`config.mk`:
```
export PLATFORM = sky130hd
export DESIGN_NAME = tfpc_front
export DESIGN_NICKNAME = d
export VERILOG_FILES = /design/src/rtl/core/tfpc_pkg.sv /design/src/rtl/core/tfpc_front.sv
export SDC_FILE = /design/constraint.sdc
export NUM_CORES = 1
export LEC_CHECK = 0
export BUFFER_PORTS_ARGS = -buffer_cell sky130_fd_sc_hd__buf_2
export CELL_PAD_IN_SITES_DETAIL_PLACEMENT = 0
export CELL_PAD_IN_SITES_GLOBAL_PLACEMENT = 2
export CORE_ASPECT_RATIO = 1.1
export CORE_MARGIN = 1.5
export CORE_UTILIZATION = 30
export CTS_BUF_LIST = sky130_fd_sc_hd__clkbuf_16
export DETAILED_ROUTE_END_ITERATION = 8
export GPL_ROUTABILITY_DRIVEN = 1
export MAX_ROUTING_LAYER = met4
export PLACE_DENSITY = 0.7
export SYNTH_ARGS = -nofsm -noshare
export SYNTH_HDL_FRONTEND = slang
export SYNTH_SLANG_ARGS = --single-unit
```
`constraint.sdc`:
```
create_clock -name clk_i -period 7.2 [get_ports clk_i]
set_input_delay 1.44 -clock clk_i [delete_from_list [all_inputs] [get_ports clk_i]]
set_output_delay 1.44 -clock clk_i [all_outputs]
set_load 0.005 [all_outputs]
```
`src/rtl/core/tfpc_pkg.sv`:
```
// Shared types and constants for the TCP flow pair counter.
// No dependencies.
package tfpc_pkg;

  localparam logic [15:0] MIN_FRAME      = 16'd54;
  localparam logic [15:0] ETHERTYPE_IPV4 = 16'h0800;
  localparam logic [7:0]  PROTO_TCP      = 8'd6;
  localparam logic [15:0] PORT_RESET     = 16'd8080;

  localparam int unsigned CFG_IDX_W = 8;
  localparam logic [CFG_IDX_W-1:0] CFG_PORT_FILTER_ON = 8'd0;
  localparam logic [CFG_IDX_W-1:0] CFG_MATCH_PORT     = 8'd1;

  typedef struct packed {
    logic        countable;
    logic [63:0] key;
    logic [31:0] ifx;
  } item_t;

  typedef struct packed {
    logic        counted;
    logic        was_hit;
    logic [63:0] flow_count;
    logic        evicted;
  } res_t;

endpackage

```
`src/rtl/core/tfpc_front.sv`:
```
// Front part: configuration registers, packet classification and a
// two-entry item queue toward the table engine. Depends on tfpc_pkg.
module tfpc_front (
  input  logic                          clk_i,
  input  logic                          rst_ni,
  input  logic                          push,
  output logic                          full,
  input  logic [15:0]                   frame_length_i,
  input  logic [15:0]                   ethertype_i,
  input  logic [7:0]                    ip_protocol_i,
  input  logic [31:0]                   source_address_i,
  input  logic [31:0]                   destination_address_i,
  input  logic [15:0]                   destination_port_i,
  input  logic [31:0]                   interface_index_i,
  input  logic                          cfg_valid_i,
  output logic                          cfg_ready_o,
  input  logic [tfpc_pkg::CFG_IDX_W-1:0] cfg_index_i,
  input  logic [15:0]                   cfg_data_i,
  output logic                          item_valid_o,
  output tfpc_pkg::item_t               item_o,
  input  logic                          item_pop_i
);
  import tfpc_pkg::*;

  logic        filter_q;
  logic [15:0] port_q;
  item_t       q_mem_q [2];
  logic        wptr_q, rptr_q;
  logic [1:0]  cnt_q;
  item_t       new_item;
  logic        do_push, do_pop;

  assign cfg_ready_o = 1'b1;

  always_ff @(posedge clk_i or negedge rst_ni) begin
    if (!rst_ni) begin
      filter_q <= 1'b1;
      port_q   <= PORT_RESET;
    end else if (cfg_valid_i) begin
      unique case (cfg_index_i)
        CFG_PORT_FILTER_ON: filter_q <= cfg_data_i[0];
        CFG_MATCH_PORT:     port_q   <= cfg_data_i;
        default: ;
      endcase
    end
  end

  always_comb begin
    new_item.countable = (frame_length_i >= MIN_FRAME) && (ethertype_i == ETHERTYPE_IPV4) &&
                         (ip_protocol_i == PROTO_TCP) &&
                         (!filter_q || (destination_port_i == port_q));
    new_item.key = {source_address_i, destination_address_i};
    new_item.ifx = interface_index_i;
  end

  assign full         = cnt_q[1];
  assign do_push      = push && !cnt_q[1];
  assign item_valid_o = (cnt_q != 2'd0);
  assign do_pop       = item_pop_i && item_valid_o;
  assign item_o       = q_mem_q[rptr_q];

  always_ff @(posedge clk_i) begin
    if (do_push) q_mem_q[wptr_q] <= new_item;
  end

  always_ff @(posedge clk_i or negedge rst_ni) begin
    if (!rst_ni) begin
      wptr_q <= 1'b0;
      rptr_q <= 1'b0;
      cnt_q  <= 2'd0;
    end else begin
      if (do_push) wptr_q <= ~wptr_q;
      if (do_pop)  rptr_q <= ~rptr_q;
      cnt_q <= cnt_q + {1'b0, do_push} - {1'b0, do_pop};
    end
  end

endmodule

```
Word level (Yosys, flattened, before mapping)
Memories as Yosys holds them, arrays and structs flattened. Index checks and enable logic that the tools add are counted. W data, S select, Z words.

Flip-flop bits (word level): 21. Bits in writable memories: 194. Input port bits: 181. Output and inout bits: 100. Word-level logic and storage cells: 29. Memories kept: 1.

$add $sub $neg: 2. $lt $le $gt $ge: 1. Eq/ne operators: 4. Multiplexer cells: 2. Bitwise logic cells: 2. Reduce and logical (&&, ||, !) cells: 12.

Memory list: q_mem_q (depth 2, width 97, rd ports 1, clocked after memory_dff 0, wr ports 1, line tfpc_front.sv:27) `item_t q_mem_q [2];`.

Operators by type and width (count): $eq A16 B12 Y1 const B (1); $eq A16 B16 Y1 (1); $ge A16 B6 Y1 const B (1); $eq A8 B1 Y1 const B (1); $eq A8 B3 Y1 const B (1); $logic_not A8 Y1 (1); $logic_and A1 B1 Y1 (5); $reduce_and A2 Y1 (2); $add A2 B1 Y2 (1); $logic_not A1 Y1 (2); $mux W1 (2); $not A1 Y1 (2); $reduce_bool A2 Y1 (1); $sub A2 B1 Y2 (1); $logic_or A1 B1 Y1 (1).

Logic depth before layout (Yosys ltp)
Gate-level depths: netlist of run 1.

Depth in word-level cells: 4. Depth in mapped cells: 7. Gate-level depth less buffers: 7.

Worst setup path before layout of run 1
No wires, ideal clock.

Path kind: input to register. From: input push. To: memory q_mem_q[0][0] in the netlist's numbering (enable). Setup time: 554 ps. Data arrival time: 5600 ps. Required time: 6646 ps. Path slack: 1046 ps. Stages on the path: 2. Path buffers: 0. Path through: nand2b_1 > nor2_1.

Word-level cells in the longest chain between the ends: 3.

Ends and longest elaborated chain: from (decl) (line tfpc_front.sv:6) `input logic push,`; $logic_and A1 B1 Y1 (line tfpc_front.sv:57) `assign do_push = push && !cnt_q[1];`; $mux W1 (line tfpc_front.sv:63) `if (do_push) q_mem_q[wptr_q] <= new_item;`; $mux W1 (not written as such) (line tfpc_front.sv:63); to (decl) (line tfpc_front.sv:27).

No other way between the ends.

==> impl_results.md, run 1 <==
- Status: finished, final reports clean
- Max-slew violation count: 0
- WL/cell: 16.3 microns
- Final hold violation count: 0
- Die X: 161 microns
- Slowest CP cell: buf_4
- Filler instances: 2511
- Met2 Resource Use GR: ~21%
- TritonCTS buffer count: 23
- Fin Setup TNS: 0 ns
- Crit path arrival time: between 2 and 3 ns
- I/O pins: roughly 280
- Post-Syn Area: around 0.0082 sq mm
- Max Cap Viol: 0
- WP data required: around 5.8 ns
- Period Utilization, post-route: 56.1%
- Largest net degree at the start of global routing: between 60 and 70
- Worst slew pin tran: 0.857 ns
- Most crowded layer after global routing: met2
- Met3 GRT Util: between 2 and 3%
- Vias in the first global route: slightly above 5000
- Crit-path cells: buf_4, mux2_2, buf_2
- CTS resizes: 0
- Final Skew: about 0.011 ns
- CTS tree: built
- Syn avg cell area: just over 20 sq um
- Clock Sinks: 215
- First-pass GRT wire length: roughly 26 mm
- Register area: between 0.006 and 0.007 sq mm
- Reg2reg setup slack: ~4.8 ns
- Ys Warns: 0
- Worst Path Max Fanout: 64
- Initial antenna violation count: 0
- Post-Syn Instances: ~400
- Core Area: roughly 0.027 sq mm
- Drt drc: 0
- Power density cells: roughly 350 mW/mm^2
- Final RePlAce weighted congestion: 0.844
- Worst r2r src: cnt_q[1]
- CP startpoint: rptr_q
- Chip height: between 150 and 200 microns
- Area of the die: 0.0283 sq mm
- Port bufs: 278
- Setup bufs post-CTS: 0
- Post-DP HPWL: around 12 mm
- Number of flops mapped to enable cells by yosys: roughly 190
- Clock Latency Late Sink: approximately 0.50 ns
- R2R Path End: q_mem_q[1][25]
- Critical path type: register to output port
- Layout cells sized above 1: a little over three fifths
- Fraction of the yosys area taken by sequential cells: between 70 and 80%
- Row cnt: 63
- H-Tree Depth: 1
- ANT nets after route: 0
- Post-Route WL: between 15 and 20 mm
- Post-Syn Nets: a little under 600
- Vias: 4574
- Hold/Removal Path Class: register to register
- Global route overflow: 0
- Clk root buf: clkbuf_16
- Initial DRC count: 160
- Routing usage on met1: between 10 and 15%
- # hold bufs at CTS: 0
- CTS Buffer Depth: 3
- Ys flop type: edfxtp_1
- Fin util: ~40%
- Total GRT Usage: approximately an eighth
- Leakage power: between 0.004 and 0.005 uW
- RSZ-0062 raised after global routing: false
- Layout area overhead: 31.6%
- Multi-input logic area: ~0.0018 sq mm
- Vias per cell: around 4.3
- CP peak stage delay: ~0.75 ns
- Netlist cell types: 27
- Nets@finish: between 800 and 900
- Final Setup Violations: 0
- Ant diodes: 0
- Max IR drop VDD: 0.134 mV
- Critical path capture point type: output port
- TritonRoute pass-1 iters: 6
- Initial Utilization: a little under a third
- CTS clk-pin slew, worst paths: 0.06 ns
- Reg2Reg Depth: 3
- Max Clk Rate: 248 MHz
- Startpoint Class: register
- Worst Setup EP: item_o[52]
- Async set-reset flop share out of synthesis: under 10%
- Final min period: 4.04 ns
- Synth Register Bits: ~220
- Slew headroom: between 40% and 50%
-- registers in the layout, indices dropped and copies added, names as in the netlist --
name / count
q_mem_q: 194
port_q: 16
cnt_q: 2
rptr_q: 1
filter_q: 1
wptr_q: 1
-- critical path, delay by kind of cell, from the launching register on --
| kind | cells | cell delay [ns] |
|---|---|---|
| buffers and inverters | 2 | 0.89 |
| flip-flops | 1 | 0.74 |
| multiplexers | 1 | 0.41 |
-- synth_stat cells (all sizes together) (2+ instances only) --
| master | count | share of area (%) |
|---|---|---|
| nor4 | 10 | 0.95 |
| nor4b | 4 | 0.61 |
| nor2 | 4 | 0.18 |
| nand2 | 2 | 0.092 |
| buf | 13 | 0.90 |
| ha | 2 | 0.31 |
| mux2 | 114 | 16 |
| inv | 2 | 0.092 |
| a21oi | 2 | 0.12 |
| xnor2 | 3 | 0.32 |
| nand4 | 2 | 0.15 |
| dfstp | 8 | 2.6 |
| xor2 | 17 | 1.8 |
| dfrtp | 13 | 4.0 |
| edfxtp | 194 | 71 |
-- layer usage --
metal	up-vias	wire, microns
met2	198	8920
met3	30	1330
met1	2206	6810
met5	-	0
met4	0	345
li1	2140	-
-- per-stage QoR --
step	cell area, sq um	setup WS (ns)	std cells	hold slack [ns]	total power, uW
floorplan	8190	1.05	397	0.468	2260
global placement	10000	3.63	1024	0.481	2630
detailed placement	10000	3.61	1024	0.491	2660
CTS	10800	3.06	1065	0.508	3860
global route	10800	2.95	1065	0.529	3990
finish	10800	3.16	1065	0.504	3790
-- worst min-delay path by stage --
stage                        start        to  slack, ns  depth (start not counted)
after floorplan             wptr_q    wptr_q       0.47                          1
after global placement    cnt_q[0]  cnt_q[0]       0.48                          1
after detailed placement  cnt_q[0]  cnt_q[0]       0.49                          1
after CTS                 cnt_q[0]  cnt_q[0]       0.51                          1
after global routing      cnt_q[0]  cnt_q[0]       0.53                          1
final                     cnt_q[0]  cnt_q[0]       0.50                          1
-- area by class of cell --
class,count,area share [%]
clock buffers,23,5.34
well taps,357,4.14
inverters,2,0.0696
flip-flops and latches,215,59.0
repair buffers,283,13.3
clock inverters,18,1.78
multi-input cells,167,16.4
-- cell usage in the layout (no fill, tap or decap), drive strengths merged, types with 6 or more instances in the layout --
cell type  instances
clkbuf            23
mux2             114
inv                6
clkinv             7
xor2              17
dfrtp             13
nor4              10
edfxtp           194
buf              283
dfstp              8
-- where the power goes --
part | switching [uW] | internal (uW)
clock network | 454 | 724
registers | 88.7 | 1620
logic | 436 | 463
-- kinds of logic (layout without fill, tap and decap cells) --
family	Yosys count	count (layout)	share of synthesized area, %
AOI/OAI and AO/OA	3	3	0.229
xor gates and xnor gates	20	20	2.14
adders and majority gates	2	2	0.305
buffers and inverters	15	326	0.993
DFF	215	215	77.6
muxes	114	114	16.1
other	1	1	0.0458
and+or+nand+nor	27	27	2.53
Power figures use the tool's default switching activity.
==> run 2: changes to the inputs <==
==> constraint.sdc (replaced) <==
create_clock -name clk_i -period 4.2 [get_ports clk_i]
set_input_delay 0.84 -clock clk_i [delete_from_list [all_inputs] [get_ports clk_i]]
set_output_delay 0.84 -clock clk_i [all_outputs]
set_load 0.005 [all_outputs]
==> run 2 against run 1 <==
Against the previous run:
- die area stayed put
- clock skew is 0.0066 ns higher
- sequential power up 72%
- non-clock buffer count is the same
==> impl_results.md, run 2 (synthesis gave the netlist of run 1 again) <==
- Status: finished, final reports clean (unchanged)
- CTS tree: built (unchanged)
- Highest-count cells in the layout ignoring fill and taps: buf_2 (278), edfxtp_1 (194), mux2_2 (104), clkbuf_16 (23), xor2_1 (17) (unchanged)
- Startpoint Class: register (unchanged)
- Top flop regs: q_mem_q (194), port_q (16), cnt_q (2) (unchanged)
- Global route overflow: 0 (unchanged)
- Net Sw Frac: 26.2% (was 25.8%)
- Largest net degree at the start of global routing: 60 (was 65)
- Critical path type: register to output port (unchanged)
- # hold bufs at CTS: 0 (unchanged)
- CP startpoint: rptr_q (unchanged)
- Final RePlAce weighted congestion: 0.845 (was 0.844)
- WL/cell: 16.6 microns (was 16.3 microns)
- Max Clk Rate: ~320 MHz
- Final Skew: 0.0177 ns (was 0.0110 ns)
- Max IR drop VDD: 0.275 mV (was 0.134 mV)
- Post-place setup slack: 1.57 ns (was 3.61 ns)
- Vias per cell: 4.33 (was 4.29)
- Max Cap Viol: 0 (unchanged)
- CTS Buffer Depth: 3 (unchanged)
- Largest register FFs: 194 (unchanged)
- Worst r2r src: cnt_q[1] (unchanged)
- Largest Register: q_mem_q (unchanged)
- First-pass GRT wire length: 26.9 mm (was 26.4 mm)
- Pint: 4760 uW (was 2810 uW)
- Port bufs: 278 (unchanged)
- Worst Path Max Fanout: 59 (was 64)
- Die X: 161 microns (unchanged)
- Vias: 4610 (was 4574)
- I/O pins: 281 (unchanged)
- Final hold violation count: 0 (unchanged)
- Post-DP HPWL: 12.2 mm (was 12.3 mm)
- TritonRoute pass-1 iters: 4 (was 6)
- Clock Power Share: 30.4% (was 31.1%)
- Layout area overhead: 31.4% (was 31.6%)
- Drt drc: 0 (unchanged)
- Ant diodes: 0 (unchanged)
- ANT nets after route: 0 (unchanged)
- Chip height: 176 microns (unchanged)
- Clock Latency Late Sink: 0.50 ns (about the same)
- Vias in the first global route: 5097 (was 5090)
- Net Switching: 1690 uW (was 978 uW)
- CTS resizes: 0 (unchanged)
- Initial antenna violation count: 0 (unchanged)
- Worst slew pin tran: 0.854 ns (was 0.857 ns)
- Initial Utilization: 30.5% (unchanged)
- Combinational Power Share: 24.0% (was 23.8%)
- Final min period: slightly above 3 ns
- Area of the die: 0.0283 sq mm (unchanged)
- WP data required: 3.36 ns (was 5.76 ns)
- Worst Setup Slack, final: 1.08 ns (was 3.16 ns)
- Total GRT Usage: 12.6% (was 12.3%)
- Fin util: 40.1% (about the same)
- Max-slew violation count: 0 (unchanged)
- Power density cells: 600 mW/mm^2 (was 351 mW/mm^2)
- Hold/Removal Path Class: input pin to asynchronous set/reset pin (was register to register)
- Core Area: 0.0269 sq mm (unchanged)
- Critical path capture point type: output port (unchanged)
- Period Utilization, post-route: around three quarters
- CTS clk-pin slew, worst paths: 0.06 ns (about the same)
- H-Tree Depth: 1 (unchanged)
- Tot Pwr: 6460 uW (was 3790 uW)
- Slew headroom: 43.1% (was 42.8%)
- Initial DRC count: 174 (was 160)
- Setup bufs post-CTS: 0 (unchanged)
- RSZ-0062 raised after global routing: false (unchanged)
- Crit path arrival time: 2.28 ns (was 2.60 ns)
- Most common cell after layout, fill and taps aside: buf_2 (unchanged)
- Nets@finish: 875 (unchanged)
- Leakage power: 0.00424 uW (about the same)
- Row cnt: 63 (unchanged)
- TritonCTS buffer count: 23 (unchanged)
- Seq pwr share: 45.5% (was 45.1%)
- Post-Route WL: 17.7 mm (was 17.4 mm)
- Fin Setup TNS: 0 ns (unchanged)
- Layout cells sized above 1: 63.1% (was 62.9%)
- Clock Sinks: 215 (unchanged)
- Clk root buf: clkbuf_16 (unchanged)
- Final Setup Violations: 0 (unchanged)
run 2: changes by cell type in the layout (fill, tap and decap cells not counted), sizes merged:
cell	change
inv	-1
bufinv	-1
clkinvlp	-1
clkinv	+3
run 2: metal layers:
metal / track usage [%] / vias up / wire length, microns
met4: 3.08 / 0 / 282
li1: - / 2143 / -
met3: 3.43 / 25 / 1440
met5: - / - / 0
met2: 22.8 / 204 / 9370
met1: 13.7 / 2238 / 6650
run 2: through the flow:
| step | instances | cell area [sq um] | hold slack [ns] |
|---|---|---|---|
| 3_5_place_dp | 1024 | 10000 | 0.493 |
| 5_1_grt | 1065 | 10800 | 0.314 |
| 3_3_place_gp | 1024 | 10000 | 0.483 |
| 4_1_cts | 1065 | 10800 | 0.291 |
| 2_1_floorplan | 397 | 8190 | 0.468 |
| 6_report | 1065 | 10800 | 0.300 |
run 2: worst paths after layout:
path	slack [ns]	to	cells after the start
worst max-delay path	1.08	item_o[45]	3
worst min-delay path	0.30	port_q[6]	1
worst max register to register	2.24	q_mem_q[0][79]	3
worst min register to register	0.50	cnt_q[0]	1
max in group asynchronous	3.52	rptr_q	1
min in group clk_i	0.50	cnt_q[0]	1
run 2: critical path: stages, from the launching register on:
cell and delay, ns:
dfrtp_4 0.78, buf_12 0.35, mux2_2 0.39, buf_2 0.13
run 2: final cells by class:
class,instances,area [sq um]
multi-input cells,167,1770
inverters,2,7.51
clock buffers,23,576
repair buffers,283,1440
flip-flops and latches,215,6360
clock inverters,18,166
well taps,357,447
fillers,2526,16100
run 2: power groups by stage:
stage                     clock, uW  sequential [uW]  combinational [uW]
after floorplan                   0             2930                 947
after global routing           2120             2990                1700
final                          1970             2940                1550
after global placement            0             2970                1580
after CTS                      2030             2950                1600
after detailed placement          0             3000                1600
==> run 3: changes to the inputs <==
--- a/config.mk
+++ b/config.mk
@@ -5,17 +5,18 @@
 export SDC_FILE = /design/constraint.sdc
 export NUM_CORES = 1
 export LEC_CHECK = 0
+export ABC_AREA = 1
 export BUFFER_PORTS_ARGS = -buffer_cell sky130_fd_sc_hd__buf_2
 export CELL_PAD_IN_SITES_DETAIL_PLACEMENT = 0
 export CELL_PAD_IN_SITES_GLOBAL_PLACEMENT = 2
 export CORE_ASPECT_RATIO = 1.1
 export CORE_MARGIN = 1.5
-export CORE_UTILIZATION = 30
+export CORE_UTILIZATION = 28
 export CTS_BUF_LIST = sky130_fd_sc_hd__clkbuf_16
 export DETAILED_ROUTE_END_ITERATION = 8
 export GPL_ROUTABILITY_DRIVEN = 1
 export MAX_ROUTING_LAYER = met4
-export PLACE_DENSITY = 0.7
+export PLACE_DENSITY = 0.76
 export SYNTH_ARGS = -nofsm -noshare
 export SYNTH_HDL_FRONTEND = slang
 export SYNTH_SLANG_ARGS = --single-unit
==> constraint.sdc (replaced) <==
create_clock -name clk_i -period 2.6 [get_ports clk_i]
set_input_delay 0.52 -clock clk_i [delete_from_list [all_inputs] [get_ports clk_i]]
set_output_delay 0.52 -clock clk_i [all_outputs]
set_load 0.005 [all_outputs]
==> run 3 against run 2 <==
Against the previous run:
- worst setup slack worse by 0.86 ns
- register-to-register slack worse by 1.4 ns
- non-clock buffer count up 6
- global-route usage up 0.67 points
- combinational power up 94%
- critical endpoint is now item_o[80]
==> impl_results.md, run 3 <==
- Status: finished, final reports clean (unchanged)
- Post-Syn Instances: 732 (was 397)
- Top-area cell type share of the netlist area: 69.1% (was 71.1%)
- Final RePlAce weighted congestion: 0.765 (was 0.845)
- Vias: 5940 (was 4610)
- Largest area contributor in the netlist: edfxtp_1 (unchanged)
- Post-Syn Nets: 915 (was 580)
- Ys flop type: edfxtp_1 (unchanged)
- Final Skew: 0.00857 ns (was 0.0177 ns)
- WHS: 0.198 ns (was 0.300 ns)
- CTS tree: built (unchanged)
- Row cnt: 66 (was 63)
- Clock Sinks: 215 (unchanged)
- Post-DP HPWL: 14.1 mm (was 12.2 mm)
- Port bufs: 278 (unchanged)
- Layout cells sized above 1: 32.3% (was 63.1%)
- Ys Warns: 0 (unchanged)
- Largest Register: q_mem_q (unchanged)
- Post-Route WL: 20.7 mm (was 17.7 mm)
- Critical path type: register to output port (unchanged)
- Final min period: 2.38 ns
- CTS Buffer Depth: 3 (unchanged)
- Max IR drop VDD: 0.443 mV (was 0.275 mV)
- Period Utilization, post-route: between 90% and 100%
- Nets@finish: 1205 (was 875)
- Startpoint Class: register (unchanged)
- Clk root buf: clkbuf_16 (unchanged)
- # hold bufs at CTS: 1 (was 0)
- Layout area overhead: 31.4% (about the same)
- Power density cells: 974 mW/mm^2 (was 600 mW/mm^2)
- TritonCTS buffer count: 24 (was 23)
- Fraction of the yosys area taken by sequential cells: 75.4% (was 77.6%)
- Vias in the first global route: 5688 (was 5097)
- Async set-reset flop share out of synthesis: 9.77% (unchanged)
- Leakage power: 0.00501 uW (was 0.00424 uW)
- Final Setup Violations: 0 (unchanged)
- Fin util: 37.5% (was 40.1%)
- H-Tree Depth: 1 (unchanged)
- TritonRoute pass-1 iters: 7 (was 4)
- CP dominant cell by count: nand2_1
- Number of flops mapped to enable cells by yosys: 194 (unchanged)
- Setup bufs post-CTS: 0 (unchanged)
- Slew headroom: 66.3% (was 43.1%)
- Largest net degree at the start of global routing: 69 (was 60)
- CP peak stage delay: 0.59 ns (was 0.78 ns)
- Worst slew pin tran: 0.502 ns (was 0.854 ns)
- Area of the die: 0.0312 sq mm (was 0.0283 sq mm)
- Top cells by count, synth: nand2_1 (376), edfxtp_1 (194), nor2_1 (42), inv_1 (36), nand3_1 (17) (was edfxtp_1 (194), mux2_2 (104), xor2_1 (17), dfrtp_1 (13), buf_2 (11))
- Max-slew violation count: 0 (unchanged)
- Max Clk Rate: ~420 MHz
- Initial DRC count: 307 (was 174)
- Crit path arrival time: 1.86 ns (was 2.28 ns)
- Total GRT Usage: 13.3% (was 12.6%)
- RSZ-0062 raised after global routing: false (unchanged)
- CTS clk-pin slew, worst paths: 0.06 ns (about the same)
- Critical path capture point type: output port (unchanged)
- Die X: 168 microns (was 161 microns)
- Global route overflow: 0 (unchanged)
- Core Area: 0.0296 sq mm (was 0.0269 sq mm)
- Clock Latency Late Sink: 0.51 ns (was 0.50 ns)
- Max Cap Viol: 0 (unchanged)
- Vias per cell: 4.19 (was 4.33)
- Netlist cell types: 25 (was 27)
- Initial antenna violation count: 4 (was 0)
- Synth top area cells: edfxtp_1 (69%), nand2_1 (17%), dfrtp_1 (3.9%) (was edfxtp_1 (71%), mux2_2 (14%), dfrtp_1 (4.0%))
- CTS resizes: 0 (unchanged)
- First-pass GRT wire length: 30.8 mm (was 26.9 mm)
- WL/cell: 14.6 microns (was 16.6 microns)
- Post-Syn Area: 0.00843 sq mm (was 0.00819 sq mm)
- Final hold violation count: 0 (unchanged)
- Hold/Removal Path Class: input pin to register (was input pin to asynchronous set/reset pin)
- Syn avg cell area: 11.5 sq um (was 20.6 sq um)
- Slowest CP cell: dfrtp_4 (unchanged)
- Worst Path Max Fanout: 34 (was 59)
- Most common cell after layout, fill and taps aside: nand2_1 (was buf_2)
- Initial Utilization: 28.5% (was 30.5%)
- Top-count cell post-synth: nand2_1 (was edfxtp_1)
- Synth Register Bits: 215 (unchanged)
- ANT nets after route: 0 (unchanged)
- WP data required: 2.08 ns (was 3.36 ns)
- Chip height: 185 microns (was 176 microns)
- Top flop regs: q_mem_q (194), port_q (16), cnt_q (2) (unchanged)
- Crit-path cells: buf_4, nand2_1, nand2_1, buf_2 (was buf_12, mux2_2, buf_2)
- I/O pins: 281 (unchanged)
- Largest register FFs: 194 (unchanged)
- Drt drc: 0 (unchanged)
- Highest-count cells in the layout ignoring fill and taps: nand2_1 (376), buf_2 (278), edfxtp_1 (194), inv_1 (41), nor2_1 (40) (was buf_2 (278), edfxtp_1 (194), mux2_2 (104), clkbuf_16 (23), xor2_1 (17))
-- run 3: cell count changes after synthesis, moves of 9 or more --
cell      previous run  this run
inv_1                2        36
clkbuf_1             0        15
nor4_1               9         0
nor2_1               4        42
nand2_1              2       376
mux2_2             104         0
xor2_1              17         3
nand3_1              0        17
mux2_4              10         0
-- run 3: where the power goes --
group | switching [uW] | internal [uW] | leakage [uW]
clock | 1290 | 1830 | 0.000379
combinational | 1900 | 1120 | 0.00260
sequential | 185 | 4470 | 0.00203
-- run 3: worst paths after layout --
path / cells after the start / start / slack [ns] / to
worst min register to register: 2 / filter_q / 0.46 / filter_q
worst max register to register: 8 / cnt_q[1] / 0.87 / cnt_q[1]
worst min-delay path: 1 / destination_address_i[3] / 0.20 / q_mem_q[1][35]
max in group asynchronous: 2 / rst_ni / 1.69 / rptr_q
worst max-delay path: 4 / rptr_q / 0.22 / item_o[80]
min in group asynchronous: 2 / rst_ni / 0.51 / port_q[5]
-- run 3: worst max-delay path, delay by kind of cell, from the launching register on --
| kind | cells | cell delay (ns) |
|---|---|---|
| simple gates | 2 | 0.18 |
| flops | 1 | 0.59 |
| buf+inv | 2 | 0.56 |
-- run 3: final cells by class --
type	instances	area [sq um]
Clock buffer	25	626
Inverter	38	144
Antenna cell	5	12.5
Fill cell	2950	18500
Sequential cell	215	6360
Multi-Input combinational cell	454	1830
Clock inverter	18	111
Tap cell	374	468
Timing Repair Buffer	289	1530
-- run 3: layer usage --
metal | GRT usage (%) | wire, microns
met2 | 23.2 | 10200
met5 | - | 0
met3 | 5.00 | 2110
met4 | 3.39 | 350
met1 | 14.2 | 8020
-- run 3: metrics by stage --
stage	TNS (ns)	setup slack (ns)	power, uW	cell area (sq um)	cells
5_1_grt	0	0.0585	11500	11100	1417
3_5_place_dp	0	0.684	7860	10300	1369
6_report	0	0.217	10800	11100	1418
4_1_cts	0	0.139	11000	11100	1413
2_1_floorplan	-195.54	-1.01	6250	8440	732
3_3_place_gp	0	0.678	7830	10300	1369
-- run 3: logic make-up (layout without fill, tap and decap cells) --
family | Yosys count | after routing | synth area share (%)
buffers and inverters | 63 | 370 | 3.04
adders and majority gates | 2 | 2 | 0.297
AOI/OAI and AO/OA | 2 | 2 | 0.148
and+or+nand+nor | 445 | 445 | 20.6
xor gates and xnor gates | 4 | 4 | 0.416
other | 1 | 6 | 0.0445
DFF | 215 | 215 | 75.4
